==> config.mk <==
export PLATFORM = sky130hd
export DESIGN_NAME = lpic_ctrl
export DESIGN_NICKNAME = d
export VERILOG_FILES = /design/src/rtl/lpic_pkg.sv /design/src/rtl/lpic_ctrl.sv
export SDC_FILE = /design/constraint.sdc
export NUM_CORES = 1
export LEC_CHECK = 0
export ABC_AREA = 1
export ABC_CLOCK_PERIOD_IN_PS = 1970
export BUFFER_PORTS_ARGS = -buffer_cell sky130_fd_sc_hd__buf_2
export CAP_MARGIN = 20
export CORE_ASPECT_RATIO = 0.5
export CORE_MARGIN = 3
export CORE_UTILIZATION = 45
export DETAILED_ROUTE_END_ITERATION = 10
export PLACE_DENSITY = 0.68
export SYNTH_ARGS = -nofsm -noshare
export SYNTH_HDL_FRONTEND = slang
export SYNTH_SLANG_ARGS = --single-unit
==> constraint.sdc <==
create_clock -name clk -period 1.97 [get_ports clk]
set_input_delay 0.0985 -clock clk [delete_from_list [all_inputs] [get_ports clk]]
set_output_delay 0.0985 -clock clk [all_outputs]
set_load 0.03 [all_outputs]
==> src/rtl/lpic_pkg.sv <==
// Shared types and constants of the lane point instance clusterer.
// Holds the controller states and the command and status structs.
// Depends on nothing; every other file refers to it by scoped names.
package lpic_pkg;

    localparam int MAX_CLUSTERS = 12;
    localparam int FEATURE_DIM  = 4;
    localparam int CID_W        = 4;
    localparam int FIDX_W       = 2;
    localparam int MADDR_W      = CID_W + FIDX_W;
    localparam int MEM_DEPTH    = MAX_CLUSTERS * FEATURE_DIM;
    localparam int FEAT_W       = 16;
    localparam int COUNT_W      = 12;
    localparam int XSUM_W       = 23;
    localparam int PIX_W        = 12;
    localparam int MEANX_W      = 18;
    localparam int THR_W        = 40;
    localparam int DSUM_W       = 34;
    localparam int NUM_W        = 28;
    localparam int DIV_W        = 29;
    localparam int DIVC_W       = 5;
    localparam int CFG_IDX_W    = 3;

    localparam logic [FIDX_W-1:0] FIDX_LAST = FIDX_W'(FEATURE_DIM - 1);
    localparam logic [CID_W-1:0]  CID_MAX   = CID_W'(MAX_CLUSTERS);

    typedef enum logic [1:0] {
        KIND_POINT   = 2'd0,
        KIND_SUMMARY = 2'd1,
        KIND_END     = 2'd2
    } kind_t;

    typedef enum logic [CFG_IDX_W-1:0] {
        CFG_POINT_THR  = 3'd0,
        CFG_INST_THR   = 3'd1,
        CFG_SCALE_X    = 3'd2,
        CFG_SCALE_Y    = 3'd3,
        CFG_MAX_X      = 3'd4,
        CFG_MAX_Y      = 3'd5,
        CFG_MIN_POINTS = 3'd6
    } cfg_idx_t;

    typedef enum logic [4:0] {
        S_IDLE,
        S_CALC,
        S_DECIDE,
        S_DIST,
        S_DWAIT,
        S_MATCH,
        S_JCHK,
        S_URD,
        S_UMUL,
        S_UDIV,
        S_UWAIT,
        S_UCOMMIT,
        S_OPEN,
        S_EMITP,
        S_FRAME,
        S_RLOAD,
        S_RCHK,
        S_RMUL,
        S_RCMP,
        S_RDIV,
        S_RWAIT,
        S_EMITS,
        S_RNEXT,
        S_EMITE
    } state_t;

    typedef struct packed {
        logic              load_in;
        logic              calc;
        logic              dist_clear;
        logic              dist_issue;
        logic [CID_W-1:0]  k;
        logic [FIDX_W-1:0] p;
        logic              rd_slot;
        logic              slot_new;
        logic              slot_best;
        logic              mul_num;
        logic              div_mean;
        logic              div_mx;
        logic              mean_wr;
        logic              open_wr;
        logic              commit_join;
        logic              commit_open;
        logic              idx_is_slot;
        logic [CID_W-1:0]  idx;
        logic              latch_i;
        logic              rank_mul;
        logic              rank_cmp;
        logic              emit_point;
        logic              emit_sum;
        logic              emit_end;
        logic              used_clear;
    } cmd_t;

    typedef struct packed {
        logic             pt_ok;
        logic             last_c;
        logic             dist_busy;
        logic             match;
        logic [CID_W-1:0] used;
        logic             count_full;
        logic             div_busy;
        logic             i_ok;
        logic             out_free;
    } sts_t;

endpackage

==> src/rtl/lpic_ctrl.sv <==
// Controller of the clusterer: sequences distance search, mean update,
// cluster opening, frame-end ranking and result beats.
// Depends on lpic_pkg for the state type and the command and status structs.
module lpic_ctrl (
    input  logic           clk,
    input  logic           rst_n,
    input  logic           in_valid,
    output logic           in_ready,
    input  lpic_pkg::sts_t sts,
    output lpic_pkg::cmd_t cmd
);

    lpic_pkg::state_t state_reg, state_next;
    logic [lpic_pkg::CID_W-1:0]  k_reg, k_next;
    logic [lpic_pkg::CID_W-1:0]  i_reg, i_next;
    logic [lpic_pkg::CID_W-1:0]  j_reg, j_next;
    logic [lpic_pkg::FIDX_W-1:0] p_reg, p_next;
    logic [lpic_pkg::CID_W-1:0]  used_m1;

    assign used_m1 = sts.used - 1'b1;

    always_ff @(posedge clk or negedge rst_n)
    begin
        if (!rst_n)
        begin
            state_reg <= lpic_pkg::S_IDLE;
            k_reg     <= '0;
            i_reg     <= '0;
            j_reg     <= '0;
            p_reg     <= '0;
        end
        else
        begin
            state_reg <= state_next;
            k_reg     <= k_next;
            i_reg     <= i_next;
            j_reg     <= j_next;
            p_reg     <= p_next;
        end
    end

    always_comb
    begin
        state_next = state_reg;
        k_next     = k_reg;
        i_next     = i_reg;
        j_next     = j_reg;
        p_next     = p_reg;
        case (state_reg)
            lpic_pkg::S_IDLE:
            begin
                if (in_valid)
                    state_next = lpic_pkg::S_CALC;
            end
            lpic_pkg::S_CALC:
                state_next = lpic_pkg::S_DECIDE;
            lpic_pkg::S_DECIDE:
            begin
                p_next = '0;
                k_next = '0;
                if (!sts.pt_ok)
                    state_next = lpic_pkg::S_FRAME;
                else if (sts.used == '0)
                    state_next = lpic_pkg::S_OPEN;
                else
                    state_next = lpic_pkg::S_DIST;
            end
            lpic_pkg::S_DIST:
            begin
                p_next = p_reg + 1'b1;
                if (p_reg == lpic_pkg::FIDX_LAST)
                begin
                    k_next = k_reg + 1'b1;
                    if (k_reg == used_m1)
                        state_next = lpic_pkg::S_DWAIT;
                end
            end
            lpic_pkg::S_DWAIT:
            begin
                if (!sts.dist_busy)
                    state_next = lpic_pkg::S_MATCH;
            end
            lpic_pkg::S_MATCH:
            begin
                p_next = '0;
                if (sts.match)
                    state_next = lpic_pkg::S_JCHK;
                else if (sts.used < lpic_pkg::CID_MAX)
                    state_next = lpic_pkg::S_OPEN;
                else
                    state_next = lpic_pkg::S_FRAME;
            end
            lpic_pkg::S_JCHK:
            begin
                p_next = '0;
                if (sts.count_full)
                    state_next = lpic_pkg::S_EMITP;
                else
                    state_next = lpic_pkg::S_URD;
            end
            lpic_pkg::S_URD:
                state_next = lpic_pkg::S_UMUL;
            lpic_pkg::S_UMUL:
                state_next = lpic_pkg::S_UDIV;
            lpic_pkg::S_UDIV:
                state_next = lpic_pkg::S_UWAIT;
            lpic_pkg::S_UWAIT:
            begin
                if (!sts.div_busy)
                begin
                    if (p_reg == lpic_pkg::FIDX_LAST)
                        state_next = lpic_pkg::S_UCOMMIT;
                    else
                    begin
                        p_next     = p_reg + 1'b1;
                        state_next = lpic_pkg::S_URD;
                    end
                end
            end
            lpic_pkg::S_UCOMMIT:
                state_next = lpic_pkg::S_EMITP;
            lpic_pkg::S_OPEN:
            begin
                p_next = p_reg + 1'b1;
                if (p_reg == lpic_pkg::FIDX_LAST)
                    state_next = lpic_pkg::S_EMITP;
            end
            lpic_pkg::S_EMITP:
            begin
                if (sts.out_free)
                    state_next = lpic_pkg::S_FRAME;
            end
            lpic_pkg::S_FRAME:
            begin
                i_next = '0;
                if (!sts.last_c)
                    state_next = lpic_pkg::S_IDLE;
                else if (sts.used == '0)
                    state_next = lpic_pkg::S_EMITE;
                else
                    state_next = lpic_pkg::S_RLOAD;
            end
            lpic_pkg::S_RLOAD:
                state_next = lpic_pkg::S_RCHK;
            lpic_pkg::S_RCHK:
            begin
                j_next = '0;
                if (sts.i_ok)
                    state_next = lpic_pkg::S_RMUL;
                else
                    state_next = lpic_pkg::S_RNEXT;
            end
            lpic_pkg::S_RMUL:
                state_next = lpic_pkg::S_RCMP;
            lpic_pkg::S_RCMP:
            begin
                if (j_reg == used_m1)
                    state_next = lpic_pkg::S_RDIV;
                else
                begin
                    j_next     = j_reg + 1'b1;
                    state_next = lpic_pkg::S_RMUL;
                end
            end
            lpic_pkg::S_RDIV:
                state_next = lpic_pkg::S_RWAIT;
            lpic_pkg::S_RWAIT:
            begin
                if (!sts.div_busy)
                    state_next = lpic_pkg::S_EMITS;
            end
            lpic_pkg::S_EMITS:
            begin
                if (sts.out_free)
                    state_next = lpic_pkg::S_RNEXT;
            end
            lpic_pkg::S_RNEXT:
            begin
                if (i_reg == used_m1)
                    state_next = lpic_pkg::S_EMITE;
                else
                begin
                    i_next     = i_reg + 1'b1;
                    state_next = lpic_pkg::S_RLOAD;
                end
            end
            lpic_pkg::S_EMITE:
            begin
                if (sts.out_free)
                    state_next = lpic_pkg::S_IDLE;
            end
            default:
                state_next = lpic_pkg::S_IDLE;
        endcase
    end

    always_comb
    begin
        cmd      = '0;
        in_ready = 1'b0;
        cmd.k    = k_reg;
        cmd.p    = p_reg;
        cmd.idx  = i_reg;
        case (state_reg)
            lpic_pkg::S_IDLE:
            begin
                in_ready    = 1'b1;
                cmd.load_in = in_valid;
            end
            lpic_pkg::S_CALC:
                cmd.calc = 1'b1;
            lpic_pkg::S_DECIDE:
            begin
                if (sts.pt_ok)
                begin
                    if (sts.used == '0)
                        cmd.slot_new = 1'b1;
                    else
                        cmd.dist_clear = 1'b1;
                end
            end
            lpic_pkg::S_DIST:
                cmd.dist_issue = 1'b1;
            lpic_pkg::S_MATCH:
            begin
                if (sts.match)
                    cmd.slot_best = 1'b1;
                else if (sts.used < lpic_pkg::CID_MAX)
                    cmd.slot_new = 1'b1;
            end
            lpic_pkg::S_JCHK:
                cmd.idx_is_slot = 1'b1;
            lpic_pkg::S_URD:
            begin
                cmd.idx_is_slot = 1'b1;
                cmd.rd_slot     = 1'b1;
            end
            lpic_pkg::S_UMUL:
            begin
                cmd.idx_is_slot = 1'b1;
                cmd.mul_num     = 1'b1;
            end
            lpic_pkg::S_UDIV:
            begin
                cmd.idx_is_slot = 1'b1;
                cmd.div_mean    = 1'b1;
            end
            lpic_pkg::S_UWAIT:
            begin
                cmd.idx_is_slot = 1'b1;
                cmd.mean_wr     = !sts.div_busy;
            end
            lpic_pkg::S_UCOMMIT:
            begin
                cmd.idx_is_slot = 1'b1;
                cmd.commit_join = 1'b1;
            end
            lpic_pkg::S_OPEN:
            begin
                cmd.open_wr     = 1'b1;
                cmd.commit_open = (p_reg == lpic_pkg::FIDX_LAST);
            end
            lpic_pkg::S_EMITP:
            begin
                cmd.idx_is_slot = 1'b1;
                cmd.emit_point  = sts.out_free;
            end
            lpic_pkg::S_RLOAD:
                cmd.latch_i = 1'b1;
            lpic_pkg::S_RMUL:
            begin
                cmd.idx      = j_reg;
                cmd.rank_mul = 1'b1;
            end
            lpic_pkg::S_RCMP:
                cmd.rank_cmp = 1'b1;
            lpic_pkg::S_RDIV:
                cmd.div_mx = 1'b1;
            lpic_pkg::S_EMITS:
                cmd.emit_sum = sts.out_free;
            lpic_pkg::S_EMITE:
            begin
                cmd.emit_end   = sts.out_free;
                cmd.used_clear = sts.out_free;
            end
            default:
                cmd = '0;
        endcase
    end

endmodule

# Word level (Yosys, flattened, before mapping)
# Cells that the tools add are included.
[totals]
register_bits = 19
inputBits = 15
output_inout_bits = 33
elab_cells = 130
[classes]
addsub = 5
n_lt_le_gt_ge = 1
eq_ne = 40
n_mux = 62
reduce_logical = 17
[op_table]
columns = ["op", "n"]
rows = [
  ["one-hot mux 5 bit (24 select lines)", 1],
  ["2-to-1 mux 5 bit", 13],
  ["equality test 5 x 4 -> 1 bit (second input constant)", 8],
  ["equality test 5 bit (second input constant)", 8],
  ["2-to-1 mux 4 bit", 8],
  ["one-hot mux 4 bit (2 select lines)", 4],
  ["2-to-1 mux 1 bit", 27],
  ["inequality test 2 bit (second input constant)", 13],
  ["equality test 5 x 3 -> 1 bit (second input constant)", 4],
  ["OR reduction 19 bit", 1],
  ["OR reduction 18 bit", 1],
  ["adder 4 x 1 -> 4 bit (second input constant)", 3],
  ["equality test 4 bit", 3],
  ["equality test 5 x 2 -> 1 bit (second input constant)", 2],
  ["2-to-1 mux 2 bit", 5],
  ["AND reduction 10 bit", 1],
  ["OR reduction 7 bit", 1],
  ["2-to-1 mux 6 bit", 1],
  ["one-hot mux 2 bit (3 select lines)", 1],
  ["AND reduction 2 bit", 3],
  ["nonzero test 2 bit", 3],
  ["equality test 5 x 1 -> 1 bit (second input constant)", 1],
  ["zero test 5 bit", 1],
  ["zero test 4 bit", 1],
  ["other kinds (11)", 11],
]

# Depth between registers and ports, before layout
# Gate-level depths: netlist of the first run.
[logic_depth]
depth_word = 5
ltp_mapped = 13
mapped_depth_nobuf = 13

# Worst setup path after synthesis of the first run
# Ideal clock, no wire load.
[synth_timing]
kind = "register -> output"
from = "register state_reg[0]"
to = "output port cmd[10] (netlist name)"
arrival_time_ns = 1.771
required_ns = 1.871
setup_slack_ns = 0.100
stages_incl_launch_ff = 11
path_buffers = 1
cell_sequence = "dfrtp_1 > buf_6 > nor2_2 > inv_2 > nor2_2 > inv_1 > nand4_1 > nor2_1 > nand3_1 > nand2_1 > nand2_1"
[synth_rtl]
columns = ["item", "line_no", "rtl"]
rows = [
  ["start: declaration", "lpic_ctrl.sv:13", "lpic_pkg::state_t state_reg, state_next;"],
  ["start signal: assignment", "lpic_ctrl.sv:26", "state_reg <= lpic_pkg::S_IDLE;"],
  ["start signal: assignment", "lpic_ctrl.sv:34", "state_reg <= state_next;"],
  ["end: declaration", "lpic_ctrl.sv:10", "output lpic_pkg::cmd_t cmd"],
]

==> results of run 1 <==
[power breakdown]
part | total, mW | switching (mW) | leakage, nW | internal [mW]
registers | 0.644 | 0.164 | 0.254 | 0.481
logic | 2.94 | 1.90 | 1.38 | 1.04
clock network | 0.295 | 0.152 | 0.0217 | 0.143
total | 3.88 | 2.22 | 1.66 | 1.66
[cells in the mapped netlist, types with 2 or more instances]
library cell / n / share of area, %
buf_4: 3 / 1.0
buf_2: 2 / 0.46
inv_1: 43 / 7.4
nand2_1: 108 / 19
nor3_1: 4 / 0.92
nor2_2: 8 / 2.3
xor2_1: 6 / 2.4
and3_1: 2 / 0.58
nand4_1: 7 / 2.0
nand3b_1: 2 / 0.69
o21ai_1: 2 / 0.46
a21oi_1: 4 / 0.92
nor2_1: 43 / 7.4
nand3_1: 56 / 13
nand2_4: 2 / 1.0
nand2_2: 3 / 0.86
nand3_4: 2 / 1.6
o21ai_0: 11 / 2.5
xnor2_1: 4 / 1.6
ha_1: 6 / 3.5
inv_2: 5 / 0.86
dfrtp_1: 19 / 22
nand3_2: 4 / 1.8
nor2_4: 4 / 2.1
[metrics by stage]
| stage | std cells | hold WS, ns | area (um^2) | setup WS, ns |
|---|---|---|---|---|
| 6_report | 497 | 0.314 | 2900 | 0.0157 |
| 3_3_place_gp | 479 | 0.0688 | 2560 | 0.0735 |
| 3_5_place_dp | 479 | 0.0753 | 2560 | 0.145 |
| 2_1_floorplan | 358 | -0.197 | 2170 | 0.100 |
| 5_1_grt | 497 | 0.359 | 2900 | -0.0361 |
| 4_1_cts | 492 | 0.308 | 2740 | 0.00283 |
[placed cells by master, fill, tap and decap left out, drive strengths merged]
master / count
a21boi: 1
a21oi: 4
and3: 2
buf: 74
clkbuf: 3
clkinvlp: 1
dfrtp: 19
dlygate4sd3: 1
ha: 6
inv: 48
nand2: 113
nand3: 62
nand3b: 2
nand4: 8
nor2: 56
nor3: 4
o211ai: 2
o21a: 1
o21ai: 13
o22ai: 1
xnor2: 4
xor2: 6
[timing repair]
| action | CTS | global route |
|---|---|---|
| pin swaps | 4 | 8 |
| hold buffers | 1 | 0 |
| buffers inserted | 8 | 5 |
| hold endpoints to repair | 19 | 0 |
| endpoints found under the setup margin | 10 | 10 |
| gates resized for setup | 16 | 43 |
[layout make-up]
cell class                 count  area [um^2]
tap                           66         82.6
sequential                    19          480
timing repair buffer          75          520
inverter                      48          183
fill                         410         1630
clock buffer                   3         41.3
clock inverter                 1         7.51
multi-input combinational    285         1590
[per-layer routing]
layer,share of wire (%),up-vias
met5,0,-
met4,0.60,0
met3,7.7,6
met2,44,105
met1,47,1203
li1,-,1296
[critical path, cell delays in order, from the launching register on]
cell	delay, ns
dfrtp_2	0.51
nand2_2	0.14
inv_4	0.07
nand3_4	0.07
nand4_1	0.18
nor2_4	0.17
nand3_2	0.14
nand2_1	0.11
nand2_1	0.06
buf_4	0.16
[kinds of logic after synthesis]
logic type | share of synthesized area [%]
DFF | 21.9
buffers and inverters | 10.3
xor gates and xnor gates | 4.03
adders and majority gates | 3.46
AOI/OAI and AO/OA | 5.82
and+or+nand+nor | 54.5
[worst min-delay path by stage]
stage / from / to / slack (ns) / cells past startpoint
final: sts[10] / state_reg[1] / 0.31 / 7
after global routing: rst_n / i_reg[3] / 0.36 / 2
after CTS: sts[10] / state_reg[1] / 0.31 / 7
after detailed placement: rst_n / state_reg[4] / 0.08 / 1
after global placement: rst_n / state_reg[4] / 0.07 / 1
after floorplan: rst_n / i_reg[0] / -0.20 / 0
==> metrics, run 1 <==
status=finished clean; first-pass GRT wire length=11100 um; Clock Sink Count=19; Synth Register Bits=19; Antenna Cells=0; synthesis-to-layout area growth=33.7%; Yosys Warn Count=0; Max Cap Viol=0; Total Routing Usage GR=24.9%; critical path peak fanout=6; largest net degree at the start of global routing=20; WL final=7280 um; r2r setup slk=0.15 ns; core area=0.00453 mm^2; drt pass-1 iters=5; sequential-to-total area share from yosys stat=21.9%; gpl congestion=0.993; share of layout cells above drive strength 1=30.9%; CTS buffer count=3; Final Setup Violations=0; critical path startpoint=state_reg[1]; Worst Skew=0.00299 ns; total gr overflow=0; htree depth=1; worst reg2reg path depth=10; Detail Placement HPWL=5770 um; Avg Inst Size Synth=6.06 um^2; CP Data Required Time=1.87 ns; Initial Utilization=47.9%; Reg clk slew, reported paths=0.08 ns; PortBufs=47; GR met3 Demand/Resource=5.33%; final layout net count=453; Final Hold Fails=0; CTS Buffer Depth=2; Post-synth ARST share=100%; busiest metal layer after global routing=met2; synth unique cells=32; I/O pin count=48; DR DRC count=0; clk root buf=clkbuf_8; Avg Vias per Cell=5.25; initial antenna violation count=0; crit end category=output port; CTS tree=yes; Slew Limit Headroom=68.4%; Cell Pwr Density=1340 mW/mm^2; Pleak=1.66 nW; RSZ-0062 raised after global routing=true; num rows=17; worst slew pin tran=0.474 ns; die area=0.00574 mm^2; routed via count=2610; min cycle time layout=1.95 ns; Worst Setup EP=cmd[9]; Post-synth EDFFs=0; final worst path period share=99.2%; Overall Power=3.88 mW; Worst Path Arrival=1.86 ns; r2r endpoint=state_reg[0]; Mapped Nets=379; Reg-to-Reg Start=state_reg[2]; max-slew violations=0; CP Launch Type=flop; max FFs per register=5; wire per inst=14.6 um; final core utilization=64.0%; dominant synthesized flop cell=dfrtp_1; Die W=104 um; met1 Resource Use GR=34.3%; HP Class=input pin to flop; routing usage on met2=42.6%; Syn Inst Count=358; Initial DRC Count=153; max frequency=0.512 GHz; Die H=55.1 um; latest clock arrival within the worst-skew pair=0.26 ns; worst IR drop on VDD=0.000562 V; DRT antenna net count=0; synthesized cell area=0.00217 mm^2; setup_tns=0 ns; Setup CP Type=flop to output port; vias in the first global route=2243
No activity file was read; power rests on OpenSTA's default activity.
==> run 2: changes to the inputs <==
--- a/config.mk
+++ b/config.mk
@@ -6,11 +6,10 @@
 export NUM_CORES = 1
 export LEC_CHECK = 0
 export ABC_AREA = 1
-export ABC_CLOCK_PERIOD_IN_PS = 1970
+export ABC_CLOCK_PERIOD_IN_PS = 1880
 export BUFFER_PORTS_ARGS = -buffer_cell sky130_fd_sc_hd__buf_2
 export CAP_MARGIN = 20
 export CORE_ASPECT_RATIO = 0.5
-export CORE_MARGIN = 3
 export CORE_UTILIZATION = 45
 export DETAILED_ROUTE_END_ITERATION = 10
 export PLACE_DENSITY = 0.68
==> constraint.sdc (replaced) <==
create_clock -name clk -period 1.88 [get_ports clk]
set_input_delay 0.094 -clock clk [delete_from_list [all_inputs] [get_ports clk]]
set_output_delay 0.094 -clock clk [all_outputs]
set_load 0.03 [all_outputs]
==> metrics, run 2 (synthesis gave the netlist of run 1 again) <==
status=finished, violations left; failing checks=setup timing; Design Area, Final=0.00302 mm^2 (+4.1%); combinational fraction of design power=77.5% (+1.7 points); synthesis-to-layout area growth=39.1%; Critical Path Stages=9 (unchanged); DRT antenna net count=0 (unchanged); sequential share of power=15.1% (-1.5 points); routing usage on met2=49.9% (+7.3 points); Setup WS post-layout=-0.0842 ns (-0.100 ns); crit-path cells=nand2_1, inv_1, nand3_2, nand4_1, nor2_4, nand4_4, nand2_1, inv_1, buf_6; Total Routing Usage GR=30.9% (+6.0 points); Avg Vias per Cell=5.39 (+2.7%); Overall Power=4.32 mW (+11%); Critical-path top delay cell=dfrtp_2; HP Class=input pin to flop; final worst path period share=104%; CP Data Required Time=1.79 ns (-0.08 ns); Worst Path Arrival=1.87 ns (about the same); busiest metal layer after global routing=met2; final core utilization=67.0% (+2.9 points); Clock Sink Count=19 (unchanged); GR met3 Demand/Resource=4.38% (-0.95 points); P_sw=2.39 mW (+7.6%); CP max stage delay=0.48 ns (-0.03 ns); Antenna Cells=0 (unchanged); CTS tree=yes; max FFs per register=5 (unchanged); num rows=17 (unchanged); CP bufs+invs=3 (+1); max frequency=0.509 GHz; Die H=51.1 um (-7.3%); max-slew violations=0 (unchanged); first-pass GRT wire length=12100 um (+8.3%); htree depth=1 (unchanged); PortBufs=47 (unchanged); wire per inst=14.8 um (+1.2%); Die W=100 um (-3.8%); Final Non-Filler Cells=513 (+3.2%); CP Launch Type=flop; Cell Pwr Density=1430 mW/mm^2 (+6.9%); Clock Power Share=7.4% (-0.2 points); total gr overflow=0 (unchanged); Detail Placement HPWL=5840 um (+1.3%); drt pass-1 iters=4 (-1); final layout net count=469 (+3.5%); die area=0.00512 mm^2 (-11%); Final Setup Violations=10 (+10); I/O pin count=48 (unchanged); latest clock arrival within the worst-skew pair=0.27 ns (about the same); met1 Resource Use GR=43.4% (+9.1 points); Max Cap Viol=0 (unchanged); Worst Skew=0.0105 ns (+0.00750 ns); Setup WS pre-CTS=0.0564 ns (-0.0889 ns); vias in the first global route=2521 (+12%); Pint=1.93 mW (+16%); critical path peak fanout=7 (+1); Final Hold Fails=0 (unchanged); Sw Ratio=55.2% (-1.9 points); CTS Buffer Depth=2 (unchanged); Slew Limit Headroom=68.6% (+0.27 points); routed via count=2767 (+6.0%); Initial Utilization=48.1% (+0.23 points); commonest cells after routing, fill and taps aside=104 x nand2_1, 51 x nand3_1, 44 x buf_4, 41 x nor2_1, 37 x inv_1; clk root buf=clkbuf_8; largest net degree at the start of global routing=20 (unchanged); Hold Crit Depth=7 (unchanged); Worst Hold Slack=0.283 ns (-0.0301 ns); worst reg2reg path depth=12 (+2); Pleak=1.73 nW (+4.0%); setup_tns=-0.488 ns (-0.488 ns); most common cell after layout, fill and taps aside=nand2_1; gpl congestion=0.921 (-7.3%); initial antenna violation count=0 (unchanged); Crit path max-delay family=simple AND/OR/NAND/NOR gates; WL final=7600 um (+4.4%); core area=0.00451 mm^2 (-0.47%); crit end category=output port; DP Area=0.00265 mm^2 (+3.3%); Setup CP Type=flop to output port; dpl cells=492 (+2.7%); CTS buffer count=3 (unchanged); min cycle time layout=1.96 ns; share of layout cells above drive strength 1=33.1% (+2.3 points); worst IR drop on VDD=0.000647 V (+15%); DR DRC count=0 (unchanged); Initial DRC Count=186 (+22%); RSZ-0062 raised after global routing=true; worst slew pin tran=0.470 ns (-0.00412 ns); Reg clk slew, reported paths=0.08 ns (about the same)
-- run 2: cell types whose count changed in the layout (fill, tap and decap cells not counted), sizes merged --
cell | before | now
buf | 74 | 89
clkbuf | 3 | 4
-- run 2: path summary, 6_finish.rpt --
| kind | start | endpoint | slack, ns |
|---|---|---|---|
| max in group asynchronous | rst_n | state_reg[2] | 1.21 |
| worst max register to register | state_reg[0] | state_reg[3] | 0.14 |
| worst min register to register | p_reg[1] | p_reg[1] | 0.60 |
| min in group asynchronous | rst_n | i_reg[0] | 0.30 |
| worst min-delay path | sts[10] | state_reg[1] | 0.28 |
| worst max-delay path | state_reg[3] | cmd[25] | -0.08 |
-- run 2: routing by layer --
metal / share of wire, % / vias to the layer above
met4: 1.8 / 0
met5: 0 / -
met3: 8.5 / 17
met2: 44 / 142
met1: 45 / 1281
li1: - / 1327
-- run 2: final cells by class --
type / instances / area (um^2)
tap: 66 / 82.6
fill: 424 / 1490
multi-input combinational: 285 / 1570
timing repair buffer: 91 / 652
clock inverter: 1 / 7.51
sequential: 19 / 480
clock buffer: 3 / 41.3
inverter: 48 / 183
-- run 2: timing repair --
item / 4_1_cts / 5_1_grt
pin swaps: 10 / 9
buffers inserted: 12 / 4
hold buffers: 1 / 0
hold endpoints to repair: 19 / 0
gates cloned: 0 / 0
resized for setup: 45 / 17
setup endpoints to repair: 13 / 14
-- run 2: power by group through the flow --
stage          Clock, mW  Sequential (mW)  Combinational [mW]
6_report           0.318            0.652                3.35
5_1_grt            0.338            0.660                3.59
4_1_cts            0.316            0.647                3.10
3_5_place_dp           0            0.635                2.64
3_3_place_gp           0            0.632                2.62
2_1_floorplan          0            0.578                1.83
-- run 2: worst register-to-register path: cells and delay by family, from the launching register on --
kind	cells	cell delay, ns
flops	1	0.46
simple gates	9	0.76
buf+inv	3	0.42
